==> src/rtl/pbd_pkg.sv <==
package pbd_pkg;

    localparam int CfgIdxW      = 3;
    localparam int FilterSections = 2;
    localparam int SampleBits   = 12;

    localparam logic [CfgIdxW-1:0] REG_REFRACTORY = 3'd0;
    localparam logic [CfgIdxW-1:0] REG_IVL_MIN    = 3'd1;
    localparam logic [CfgIdxW-1:0] REG_IVL_MAX    = 3'd2;
    localparam logic [CfgIdxW-1:0] REG_ATTACK     = 3'd3;
    localparam logic [CfgIdxW-1:0] REG_DECAY      = 3'd4;
    localparam logic [CfgIdxW-1:0] REG_THR_RATIO  = 3'd5;

    localparam logic [1:0] EV_NONE     = 2'd0;
    localparam logic [1:0] EV_UPSTROKE = 2'd1;
    localparam logic [1:0] EV_SLOPEMAX = 2'd2;
    localparam logic [1:0] EV_PEAK     = 2'd3;

    typedef enum logic [1:0] {
        PH_IDLE     = 2'd0,
        PH_RISING   = 2'd1,
        PH_SLOPEMAX = 2'd2
    } t_phase;

    // controller states
    typedef enum logic [3:0] {
        S_IDLE,
        S_SCALE,
        S_SEC_Y,
        S_SEC_D0,
        S_SEC_D1,
        S_SEC_NEXT,
        S_ENV,
        S_THR,
        S_DETECT,
        S_DIVIDE,
        S_COMMIT,
        S_OUT
    } t_state;

    typedef struct packed {
        logic start;
        logic do_scale;
        logic do_y;
        logic do_d0;
        logic do_d1;
        logic next_sec;
        logic do_env;
        logic do_thr;
        logic do_detect;
        logic div_step;
        logic do_commit;
    } t_cmd;

    typedef struct packed {
        logic last_sec;
        logic need_div;
    } t_status;

    // biquad coefficients, Q22: b0 b1 b2 a1 a2
    function automatic logic signed [23:0] coef(input int sec, input int idx);
        logic signed [23:0] c;
        c = 24'sd0;
        case (sec)
            0: case (idx)
                0: c = 24'sd4168111;
                1: c = -24'sd8336222;
                2: c = 24'sd4168111;
                3: c = 24'sd8335979;
                default: c = -24'sd4142160;
            endcase
            1: case (idx)
                0: c = 24'sd282928;
                1: c = 24'sd565856;
                2: c = 24'sd282928;
                3: c = 24'sd4794008;
                default: c = -24'sd1731415;
            endcase
            default: c = (idx == 0) ? 24'sd4194304 : 24'sd0;
        endcase
        return c;
    endfunction

endpackage

==> src/rtl/pbd_ctrl.sv <==
module pbd_ctrl (
    input  logic             i_clk,
    input  logic             i_rst_n,
    input  logic             i_in_fire,
    input  logic             i_out_free,
    input  pbd_pkg::t_status i_status,
    output pbd_pkg::t_cmd    o_cmd,
    output logic             o_in_ready,
    output logic             o_out_load
);
    import pbd_pkg::*;

    t_state r_state, n_state;

    always_ff @(posedge i_clk) begin
        if (!i_rst_n) begin
            r_state <= S_IDLE;
        end else begin
            r_state <= n_state;
        end
    end

    always_comb begin
        n_state = r_state;
        unique case (r_state)
            S_IDLE:     if (i_in_fire) n_state = S_SCALE;
            S_SCALE:    n_state = S_SEC_Y;
            S_SEC_Y:    n_state = S_SEC_D0;
            S_SEC_D0:   n_state = S_SEC_D1;
            S_SEC_D1:   n_state = i_status.last_sec ? S_ENV : S_SEC_NEXT;
            S_SEC_NEXT: n_state = S_SEC_Y;
            S_ENV:      n_state = S_THR;
            S_THR:      n_state = S_DETECT;
            S_DETECT:   n_state = i_status.need_div ? S_DIVIDE : S_COMMIT;
            S_DIVIDE:   n_state = S_COMMIT;
            S_COMMIT:   n_state = S_OUT;
            S_OUT:      if (i_out_free) n_state = S_IDLE;
            default:    n_state = S_IDLE;
        endcase
    end

    always_comb begin
        o_cmd = '0;
        o_in_ready = 1'b0;
        o_out_load = 1'b0;
        unique case (r_state)
            S_IDLE: begin
                o_in_ready = 1'b1;
                o_cmd.start = i_in_fire;
            end
            S_SCALE:    o_cmd.do_scale = 1'b1;
            S_SEC_Y:    o_cmd.do_y = 1'b1;
            S_SEC_D0:   o_cmd.do_d0 = 1'b1;
            S_SEC_D1:   o_cmd.do_d1 = 1'b1;
            S_SEC_NEXT: o_cmd.next_sec = 1'b1;
            S_ENV:      o_cmd.do_env = 1'b1;
            S_THR:      o_cmd.do_thr = 1'b1;
            S_DETECT:   o_cmd.do_detect = 1'b1;
            S_DIVIDE:   o_cmd.div_step = 1'b1;
            S_COMMIT:   o_cmd.do_commit = 1'b1;
            S_OUT:      o_out_load = i_out_free;
            default:    o_cmd = '0;
        endcase
    end
endmodule

==> config.mk <==
export PLATFORM = sky130hd
export DESIGN_NAME = pbd_ctrl
export DESIGN_NICKNAME = d
export VERILOG_FILES = /design/src/rtl/pbd_pkg.sv /design/src/rtl/pbd_ctrl.sv
export SDC_FILE = /design/constraint.sdc
export NUM_CORES = 1
export LEC_CHECK = 0
export ABC_AREA = 1
export BUFFER_PORTS_ARGS = -buffer_cell sky130_fd_sc_hd__buf_2
export CORE_AREA = 2 2 39 41
export DETAILED_ROUTE_END_ITERATION = 6
export DIE_AREA = 0 0 41 43
export PLACE_DENSITY = 0.6
export SKIP_CTS_REPAIR_TIMING = 1
export SLEW_MARGIN = 20
export SYNTH_ARGS = -nofsm -noshare
export SYNTH_HDL_FRONTEND = slang
export SYNTH_SLANG_ARGS = --single-unit
==> constraint.sdc <==
create_clock -name i_clk -period 1.1 [get_ports i_clk]
set_clock_uncertainty 0.1 [all_clocks]
set_input_delay 0.22 -clock i_clk [delete_from_list [all_inputs] [get_ports i_clk]]
set_output_delay 0.22 -clock i_clk [all_outputs]
set_load 0.1 [all_outputs]
Yosys cells after proc, flatten, opt, wreduce, memory -nomap -nowiden --
Index checks and enable logic that the tools add are counted.
Storage, ports and cells: register bits after elaboration 4, output and inout bits 13
Cells by class: reduce and logical (&&, ||, !) cells 3, equality and inequality tests 13, muxes and demuxes 18
Operators by type and width (count):
- 4-bit case mux with 11 select lines | 1
- 4-bit by 3-bit == test with 1-bit output (second input constant) | 4
- 4-bit == test (second input constant) | 4
- 1-bit two-way mux | 13
- 4-bit by 2-bit == test with 1-bit output (second input constant) | 2
- 4-bit two-way mux | 2
- 4-bit by 1-bit == test with 1-bit output (second input constant) | 1
- 4-bit logical NOT | 1
- 2-bit two-way mux | 2
- 2-bit inequality test (second input constant) | 2
- 2-bit AND reduction | 1
- 2-bit OR reduction | 1

Logic depth before layout (Yosys ltp) --
Gate-level depths: netlist of the first run.
word-level depth 3, gate-level depth with buffers 8, depth with buffers taken out 8

Least setup slack after synthesis of the first run --
OpenSTA, ideal clock, no wires.
path kind register -> output, start register r_state[1], end output o_out_load, arrival 2.566 ns, slack -1.786 ns, cell stages (with the launch flop) 3, path through dfxtp_1 -> nand2_2 -> nor3_1
Between the ends: word-level cells in the longest chain between the ends 2
Ends and longest elaborated chain:
- start: declaration | line pbd_ctrl.sv:13 | t_state r_state, n_state;
- start signal: assignment | line pbd_ctrl.sv:19 | r_state <= n_state;
- 4-bit == test | line pbd_ctrl.sv:46 | unique case (r_state)
- 1-bit two-way mux | line pbd_ctrl.sv:46
- end: declaration | line pbd_ctrl.sv:9 | output logic o_out_load
No other way between the ends.

==> impl_summary.log, run 1 <==
[metrics] endpoint of the most critical register-to-register path: r_state[2]$_SDFFE_PN0P_
[metrics] synthesized-area fraction occupied by xor and xnor cells: 0
[metrics] post-synthesis mux area share: 0
[metrics] Critical Path RT: 0.78 ns
[metrics] status: finished with violations
[metrics] number of unique standard cell types used by synthesis: 14
[metrics] effective utilization at floorplan: 0.237
[metrics] Seq/Total Area, Yosys: 0.244
[metrics] area of the die: approximately 1800 um^2
[metrics] maximum count of clock buffers along a single path: 2
[metrics] crit path DAT: 1.22 ns
[metrics] iteration-0 DRC count of the detailed router: 3
[metrics] critical register-to-register path startpoint: r_state[3]$_SDFFE_PN0P_
[metrics] CTS H-tree depth: 1
[metrics] CP Cell Sequence: inv_4 > buf_6 > nand2_8 > nor2_4 > buf_12
[metrics] standard cell with the maximum stage delay on the critical path: dfxtp_4
[metrics] cell type contributing the most total cell area after synthesis: dfxtp_1
[metrics] total power density per cell area: 2190 nW/um^2
[metrics] clock slew seen by the registers of the worst setup and hold paths: 0.04 ns
[metrics] worst hold slack: 0.102 ns
[metrics] max-cap violation count: 0
[metrics] Setup crit start kind: register
[metrics] Routed WL per cell: 14.3 um
[metrics] chip height: ~43 um
[metrics] antenna violations before repair: 0
[metrics] number of synthesis warnings: 0
[metrics] max-slew violation count: 0
[metrics] number of flip-flops under the largest register name: 4
[metrics] global-route usage over all layers: 0.183
[metrics] endpoint type of the worst setup path: output port
[metrics] Hold Fails Final Rpt: 0
[metrics] ranking of synthesized cells by area: dfxtp_1 24%, nand2_1 18%, nor2_1 14%
[metrics] nets: 100
[metrics] DRC violations left: 0
[metrics] min-delay worst type: in -> reg
[metrics] Slew HR: 0.869
[metrics] number of input and output port buffers inserted: 18
[metrics] via count: 501
[metrics] 1st-pass router iterations: 3
[metrics] failing checks: setup timing
[metrics] worst hold path endpoint: r_state[1]$_SDFFE_PN0P_
[metrics] largest registers ranked by flip-flop count: r_state x4
[metrics] clk sink count: 4
[metrics] placeable core region: 1380 um^2
[metrics] number of nets with antenna violations after detailed routing: 0
[metrics] Inserted Clock Buffers: 3
[metrics] Top FF cell, synth: dfxtp_1
[metrics] unrepaired setup endpoints after global routing: true
[metrics] share of the clock period used by the worst path: 1.40
[metrics] most frequent cells after synthesis: 16 x nand2_1, 12 x nor2_1, 11 x inv_1
[metrics] asr flop ratio synth: 0
[metrics] dpl hpwl: roughly 1100 um
[metrics] Die X: 41 um
[metrics] routability-driven placement congestion ratio: 0.831
[metrics] Setup-failing EPs final: 17
[metrics] post-place instance area: 823 um^2
[metrics] TritonCTS clock tree: yes
[metrics] total negative slack for setup checks: -5.78 ns
[metrics] Int Power: 881 uW
[metrics] synthesized cell area: 328 um^2
[metrics] Crit Path Class: reg -> out
[metrics] crit-path max FO: 5
[metrics] worst hold stages: 3
[metrics] final wirelength: 1560 um
[metrics] number of storage elements in the synthesis netlist: 4
[metrics] compound-cell area share of the yosys netlist: 0.0573
[metrics] synthesized-area fraction occupied by and/or/nand/nor cells: 0.550
[metrics] Static Leakage: between 0.4 and 0.5 nW
[metrics] share of cells above drive strength 1: 0.699
[metrics] Net Count, Synth: between 60 and 70
[metrics] final critical-path setup slack: -0.444 ns
[metrics] maximum cell stage delay along the critical path: 0.38 ns
[metrics] actual slew at the worst max-slew pin: slightly below 0.2 ns
[metrics] register-to-register setup slack: -0.21 ns
[metrics] I/O pin total: 19
[metrics] number of enable flip-flop cells after synthesis: 0
[metrics] clock root cell: clkbuf_4
[metrics] global-route wire length before repair: 2150 um
[metrics] mean number of vias per cell: 4.60
[metrics] share of power burned in the clock network: 0.098
[metrics] residual overflow from global routing: 0
[metrics] startpoint of the most critical hold path: i_rst_n
[metrics] Peak supply drop: ~1.2 mV
[metrics] highest achievable clock rate: 0.648 GHz
[metrics] switching part of the total power: 0.578
[metrics] adder-cell area share of the yosys netlist: 0
[metrics] vias in the first global route: 484
[metrics] number of cell rows: 14
[metrics] register ranked first by flip-flop count: r_state
[metrics] main combinational cell family by area after synthesis: simple AND/OR/NAND/NOR gates
[metrics] post-synthesis area per instance: about 5.5 um^2
[metrics] share of the synthesized area in the top cell type: 0.244
[metrics] Sw Pwr: 1.21 mW
[metrics] largest net degree at the start of global routing: 6
[metrics] count of mapped cells out of synthesis: 60
[metrics] sequential power share: 0.144
[metrics] most repeated cell in the gate-level netlist after synthesis: nand2_1
[metrics] minimum clock period after layout: 1.54 ns
[metrics] Post-Layout Inst Area: 952 um^2
[metrics] logic depth of the worst register-to-register path: 6
[metrics] signed area change from the synthesized netlist to the final layout: 190%
[metrics] share of power burned in combinational logic: 0.759
[metrics] Antenna Cells: 0
[metrics] worst-skew pair later-pin latency: 0.24 ns
==> per-layer routing <==
metal  part of all wire  vias up  GRT usage  wire [um]
li1                   -      251          -          -
met1               0.36      228      0.228        556
met5                  0        -          0          0
met3              0.033        6     0.0419         51
met2               0.57       16      0.259        890
met4              0.037        0      0.133         58
==> cell type report <==
| type | instances | area (um^2) |
|---|---|---|
| Tap cell | 16 | 20.0 |
| Fill cell | 110 | 432 |
| Clock buffer | 4 | 26.3 |
| Inverter | 13 | 60.1 |
| Timing Repair Buffer | 29 | 388 |
| Multi-Input combinational cell | 43 | 365 |
| Sequential cell | 4 | 92.6 |
==> kinds of logic after synthesis <==
logic type	Yosys count
buf+inv	13
simple gates	40
compound gates	3
flops	4
==> worst max path at each step <==
stage                 endpoint  depth (start not counted)                    start  slack (ns)
finish                o_cmd[6]                          5  r_state[3]$_SDFFE_PN0P_       -0.44
floorplan           o_out_load                          2  r_state[1]$_SDFFE_PN0P_       -0.48
global route          o_cmd[6]                          5  r_state[3]$_SDFFE_PN0P_       -0.48
CTS                   o_cmd[9]                          4  r_state[1]$_SDFFE_PN0P_       -0.49
detailed placement    o_cmd[8]                          4  r_state[0]$_SDFFE_PN0P_       -0.23
global placement      o_cmd[9]                          4  r_state[1]$_SDFFE_PN0P_       -0.19
==> cell usage in the layout, fill, tap and decap left out, drive strengths merged <==
cell type  count
clkbuf         4
nand3          3
buf           29
a21oi          2
nor2          15
nand2         18
nand4          3
inv           12
clkinvlp       1
dfxtp          4
nor3           1
o31a           1
==> metrics by stage <==
step / instances / setup slack, ns / utilization / power, mW
after floorplan: 60 / -0.475 / - / 1.22
after global placement: 101 / -0.191 / 0.595 / 1.66
after detailed placement: 101 / -0.231 / 0.595 / 1.69
after CTS: 105 / -0.488 / 0.614 / 1.91
after global routing: 109 / -0.477 / 0.688 / 2.17
final: 109 / -0.444 / 0.688 / 2.09
==> power by group through the flow <==
stage	clock [mW]	combinational, mW	sequential (mW)
2_1_floorplan	0	0.979	0.241
3_3_place_gp	0	1.41	0.242
3_5_place_dp	0	1.45	0.245
4_1_cts	0.210	1.45	0.243
5_1_grt	0.222	1.64	0.302
6_report	0.204	1.58	0.300
==> critical path, delay by kind of cell (launching register included) <==
kind / cells / cell delay [ns]
buffers and inverters: 3 / 0.37
DFF: 1 / 0.38
and+or+nand+nor: 2 / 0.23
No activity file was read; power rests on OpenSTA's default activity.
==> run 2: changes to the inputs <==
- ABC_AREA: 1 -> not set
- PLACE_DENSITY: 0.6 -> 0.65
==> run 2 against run 1 <==
  * Area after synthesis up 18%
  * First-iteration DRC count rose to 2.7 times the previous value
  * Total power up 26%
  * Combinational power grew 32%
  * Register-to-register slack lost 0.25 ns
  * Clock-buffer cell count did not move
  * Maximum frequency decreased by 5.9%
  * The run still ends with setup timing left
  * Sequential power rose by 10%
  * Routed wire length rose by 10%
  * Sequential share of layout area down 0.84 points
  * Non-clock buffer count grew 12
==> impl_summary.log, run 2 <==
[metrics] status: finished with violations (unchanged)
[metrics] failing checks: setup timing (unchanged)
[metrics] Static Leakage: 0.438 nW (was 0.404 nW)
[metrics] cell type contributing the most total cell area after synthesis: dfxtp_1 (unchanged)
[metrics] most frequent cells in the layout: 15 x buf_4, 13 x buf_12, 8 x buf_6 (was 14 x buf_12, 12 x nor2_4, 10 x nand2_1)
[metrics] TritonCTS clock tree: yes (unchanged)
[metrics] Power, Total: 2.64 mW (was 2.09 mW)
[metrics] highest achievable clock rate: 0.609 GHz (was 0.648 GHz)
[metrics] min-delay worst type: in -> reg (unchanged)
[metrics] Setup crit start kind: register (unchanged)
[metrics] synthesized cell area: 388 um^2 (was 328 um^2)
[metrics] crit path DAT: 1.32 ns (was 1.22 ns)
[metrics] final wirelength: 1720 um (was 1560 um)
[metrics] share of cells above drive strength 1: 0.766 (was 0.699)
[metrics] Hold Fails Final Rpt: 0 (unchanged)
[metrics] max-slew violation count: 0 (unchanged)
[metrics] Seq/Total Area, Yosys: 0.206 (was 0.244)
[metrics] global-route usage over all layers: 0.159 (was 0.183)
[metrics] mean number of vias per cell: 5.21 (was 4.60)
[metrics] share of the clock period used by the worst path: 1.49 (was 1.40)
[metrics] Crit Path Class: reg -> out (unchanged)
[metrics] global-route wire length before repair: 1940 um (was 2150 um)
[metrics] 1st-pass router iterations: 4 (was 3)
[metrics] number of placed cells counting well taps: 99 (was 101)
[metrics] Peak supply drop: 1.89 mV (was 1.15 mV)
[metrics] number of buffers and inverters on the critical path: 3 (unchanged)
[metrics] number of cell rows: 14 (unchanged)
[metrics] antenna violations before repair: 0 (unchanged)
[metrics] Most Frequent Cell on Critical Path: buf_6
[metrics] worst-skew pair later-pin latency: 0.25 ns (was 0.24 ns)
[metrics] unrepaired setup endpoints after global routing: true (unchanged)
[metrics] number of synthesis warnings: 0 (unchanged)
[metrics] DRC violations left: 0 (unchanged)
[metrics] final critical-path setup slack: -0.541 ns (was -0.444 ns)
[metrics] largest registers ranked by flip-flop count: r_state x4 (unchanged)
[metrics] share of the synthesized area in the top cell type: 0.206 (was 0.244)
[metrics] via count: 573 (was 501)
[metrics] Net Count, Synth: 60 (was 66)
[metrics] total negative slack for setup checks: -6.83 ns (was -5.78 ns)
[metrics] post-place instance area: 891 um^2 (was 823 um^2)
[metrics] most frequent cells after synthesis: 6 x nand2_1, 6 x nor2_1, 6 x nor3_1 (was 16 x nand2_1, 12 x nor2_1, 11 x inv_1)
[metrics] Inserted Clock Buffers: 3 (unchanged)
[metrics] endpoint type of the worst setup path: output port (unchanged)
[metrics] number of unique standard cell types used by synthesis: 26 (was 14)
[metrics] largest net degree at the start of global routing: 14 (was 6)
[metrics] crit-path max FO: 6 (was 5)
[metrics] synthesized-area fraction occupied by and/or/nand/nor cells: 0.426 (was 0.550)
[metrics] worst hold slack: 0.151 ns (was 0.102 ns)
[metrics] clock root cell: clkbuf_4 (unchanged)
[metrics] Setup-failing EPs final: 17 (unchanged)
[metrics] residual overflow from global routing: 0 (unchanged)
[metrics] post-synthesis area per instance: 7.18 um^2 (was 5.46 um^2)
[metrics] total power density per cell area: 2470 nW/um^2 (was 2190 nW/um^2)
[metrics] routability-driven placement congestion ratio: 0.810 (was 0.831)
[metrics] number of input and output port buffers inserted: 18 (unchanged)
[metrics] clock slew seen by the registers of the worst setup and hold paths: 0.04 ns (about the same)
[metrics] Slew HR: 0.774 (was 0.869)
[metrics] maximum count of clock buffers along a single path: 2 (unchanged)
[metrics] chip height: 43 um (unchanged)
[metrics] final design utilization: 0.773 (was 0.688)
[metrics] synthesized-area fraction occupied by xor and xnor cells: 0.0226 (was 0)
[metrics] count of mapped cells out of synthesis: 54 (was 60)
[metrics] ranking of synthesized cells by area: dfxtp_1 21%, nor3_1 7.7%, buf_6 5.8% (was dfxtp_1 24%, nand2_1 18%, nor2_1 14%)
[metrics] most common cell after layout, fill and taps aside: buf_4 (was buf_12)
[metrics] number of enable flip-flop cells after synthesis: 0 (unchanged)
[metrics] iteration-0 DRC count of the detailed router: 8 (was 3)
[metrics] main combinational cell family by area after synthesis: simple AND/OR/NAND/NOR gates (unchanged)
[metrics] compound-cell area share of the yosys netlist: 0.184 (was 0.0573)
[metrics] max-cap violation count: 0 (unchanged)
[metrics] Antenna Cells: 0 (unchanged)
[metrics] CP Cell Sequence: buf_6 > buf_6 > nand2b_4 > nor3_4 > buf_12 (was inv_4 > buf_6 > nand2_8 > nor2_4 > buf_12)
[metrics] Critical Path RT: 0.78 ns (about the same)
[metrics] area of the die: 1760 um^2 (unchanged)
[metrics] Routed WL per cell: 15.6 um (was 14.3 um)
[metrics] actual slew at the worst max-slew pin: 0.338 ns (was 0.196 ns)
[metrics] CTS H-tree depth: 1 (unchanged)
[metrics] dpl hpwl: 936 um (was 1120 um)
[metrics] worst slack at placement: -0.309 ns (was -0.231 ns)
[metrics] register-to-register setup slack: -0.46 ns (was -0.21 ns)
[metrics] count of filler cells inserted in the layout: 88 (was 110)
[metrics] number of storage elements in the synthesis netlist: 4 (unchanged)
[metrics] Post-Layout Inst Area: 1070 um^2 (was 952 um^2)
[metrics] maximum cell stage delay along the critical path: 0.41 ns (was 0.38 ns)
[metrics] Top FF cell, synth: dfxtp_1 (unchanged)
[metrics] number of nets with antenna violations after detailed routing: 0 (unchanged)
[metrics] effective utilization at floorplan: 0.280 (was 0.237)
[metrics] placeable core region: 1380 um^2 (unchanged)
[metrics] number of flip-flops under the largest register name: 4 (unchanged)
[metrics] standard cell with the maximum stage delay on the critical path: dfxtp_4 (unchanged)
[metrics] post-synthesis mux area share: 0.0290 (was 0)
[metrics] Die X: 41 um (unchanged)
[metrics] largest delay contributor family on the critical path: buffers and inverters (was flip-flops)
[metrics] I/O pin total: 19 (unchanged)
[metrics] nets: 101 (was 100)
[metrics] signed area change from the synthesized netlist to the final layout: 176% (was 190%)
[metrics] adder-cell area share of the yosys netlist: 0 (unchanged)
[metrics] clk sink count: 4 (unchanged)
[metrics] minimum clock period after layout: 1.64 ns (was 1.54 ns)
[metrics] vias in the first global route: 475 (was 484)
[metrics] number of standard cells in the layout, taps in and fillers out: 110 (was 109)
[metrics] register ranked first by flip-flop count: r_state (unchanged)
[metrics] asr flop ratio synth: 0 (unchanged)
==> run 2: changes by cell type after synthesis, moves of 2 or more <==
cell      change
nand2_2       -2
nand2_1      -10
nor2_1        -6
o21a_1        +2
inv_1         -8
o21ai_1       +2
nand4_1       -3
nor2_2        -2
buf_6         +2
nand2b_1      +2
buf_2         +2
and2_1        +2
nor3_1        +5
==> run 2: per-layer routing <==
layer / global-route usage / routed length (um) / up-vias
li1: - / - / 270
met1: 0.206 / 663 / 274
met2: 0.238 / 968 / 25
met3: 0.0314 / 64 / 4
met4: 0.0800 / 23 / 0
met5: 0 / 0 / -
==> run 2: path summary, 6_finish.rpt <==
path,from,to,depth (start not counted)
worst min register to register,r_state[0]$_SDFFE_PN0P_,r_state[0]$_SDFFE_PN0P_,1
worst max-delay path,r_state[3]$_SDFFE_PN0P_,o_cmd[2],5
worst max register to register,r_state[3]$_SDFFE_PN0P_,r_state[0]$_SDFFE_PN0P_,6
worst min-delay path,i_status[1],r_state[1]$_SDFFE_PN0P_,3
==> run 2: layout make-up <==
type,count,area (um^2),area share
Inverter,3,13.8,0.0129
Tap cell,16,20.0,0.0187
Timing Repair Buffer,41,488,0.456
Sequential cell,4,95.1,0.0889
Clock buffer,4,26.3,0.0246
Multi-Input combinational cell,42,427,0.399
==> run 2: cell families (layout without fill, tap and decap cells) <==
family,after synthesis,after routing
flip-flops,4,4
multiplexers,1,1
AND/OR/NAND/NOR,30,30
XOR/XNOR,1,1
AO/OA/AOI/OAI,10,10
buffers and inverters,8,48
==> run 2: power breakdown <==
group | switching (mW) | total, mW | internal, mW | leakage, nW
registers | 0.125 | 0.331 | 0.205 | 0.0356
logic | 1.19 | 2.09 | 0.902 | 0.387
clock network | 0.0773 | 0.214 | 0.137 | 0.0150
==> run 2: tightest hold or removal path, delay by kind of cell <==
kind                   cells  cell delay (ns)
buffers and inverters      1             0.12
AND/OR/NAND/NOR            1             0.06
AO/OA/AOI/OAI              1             0.05
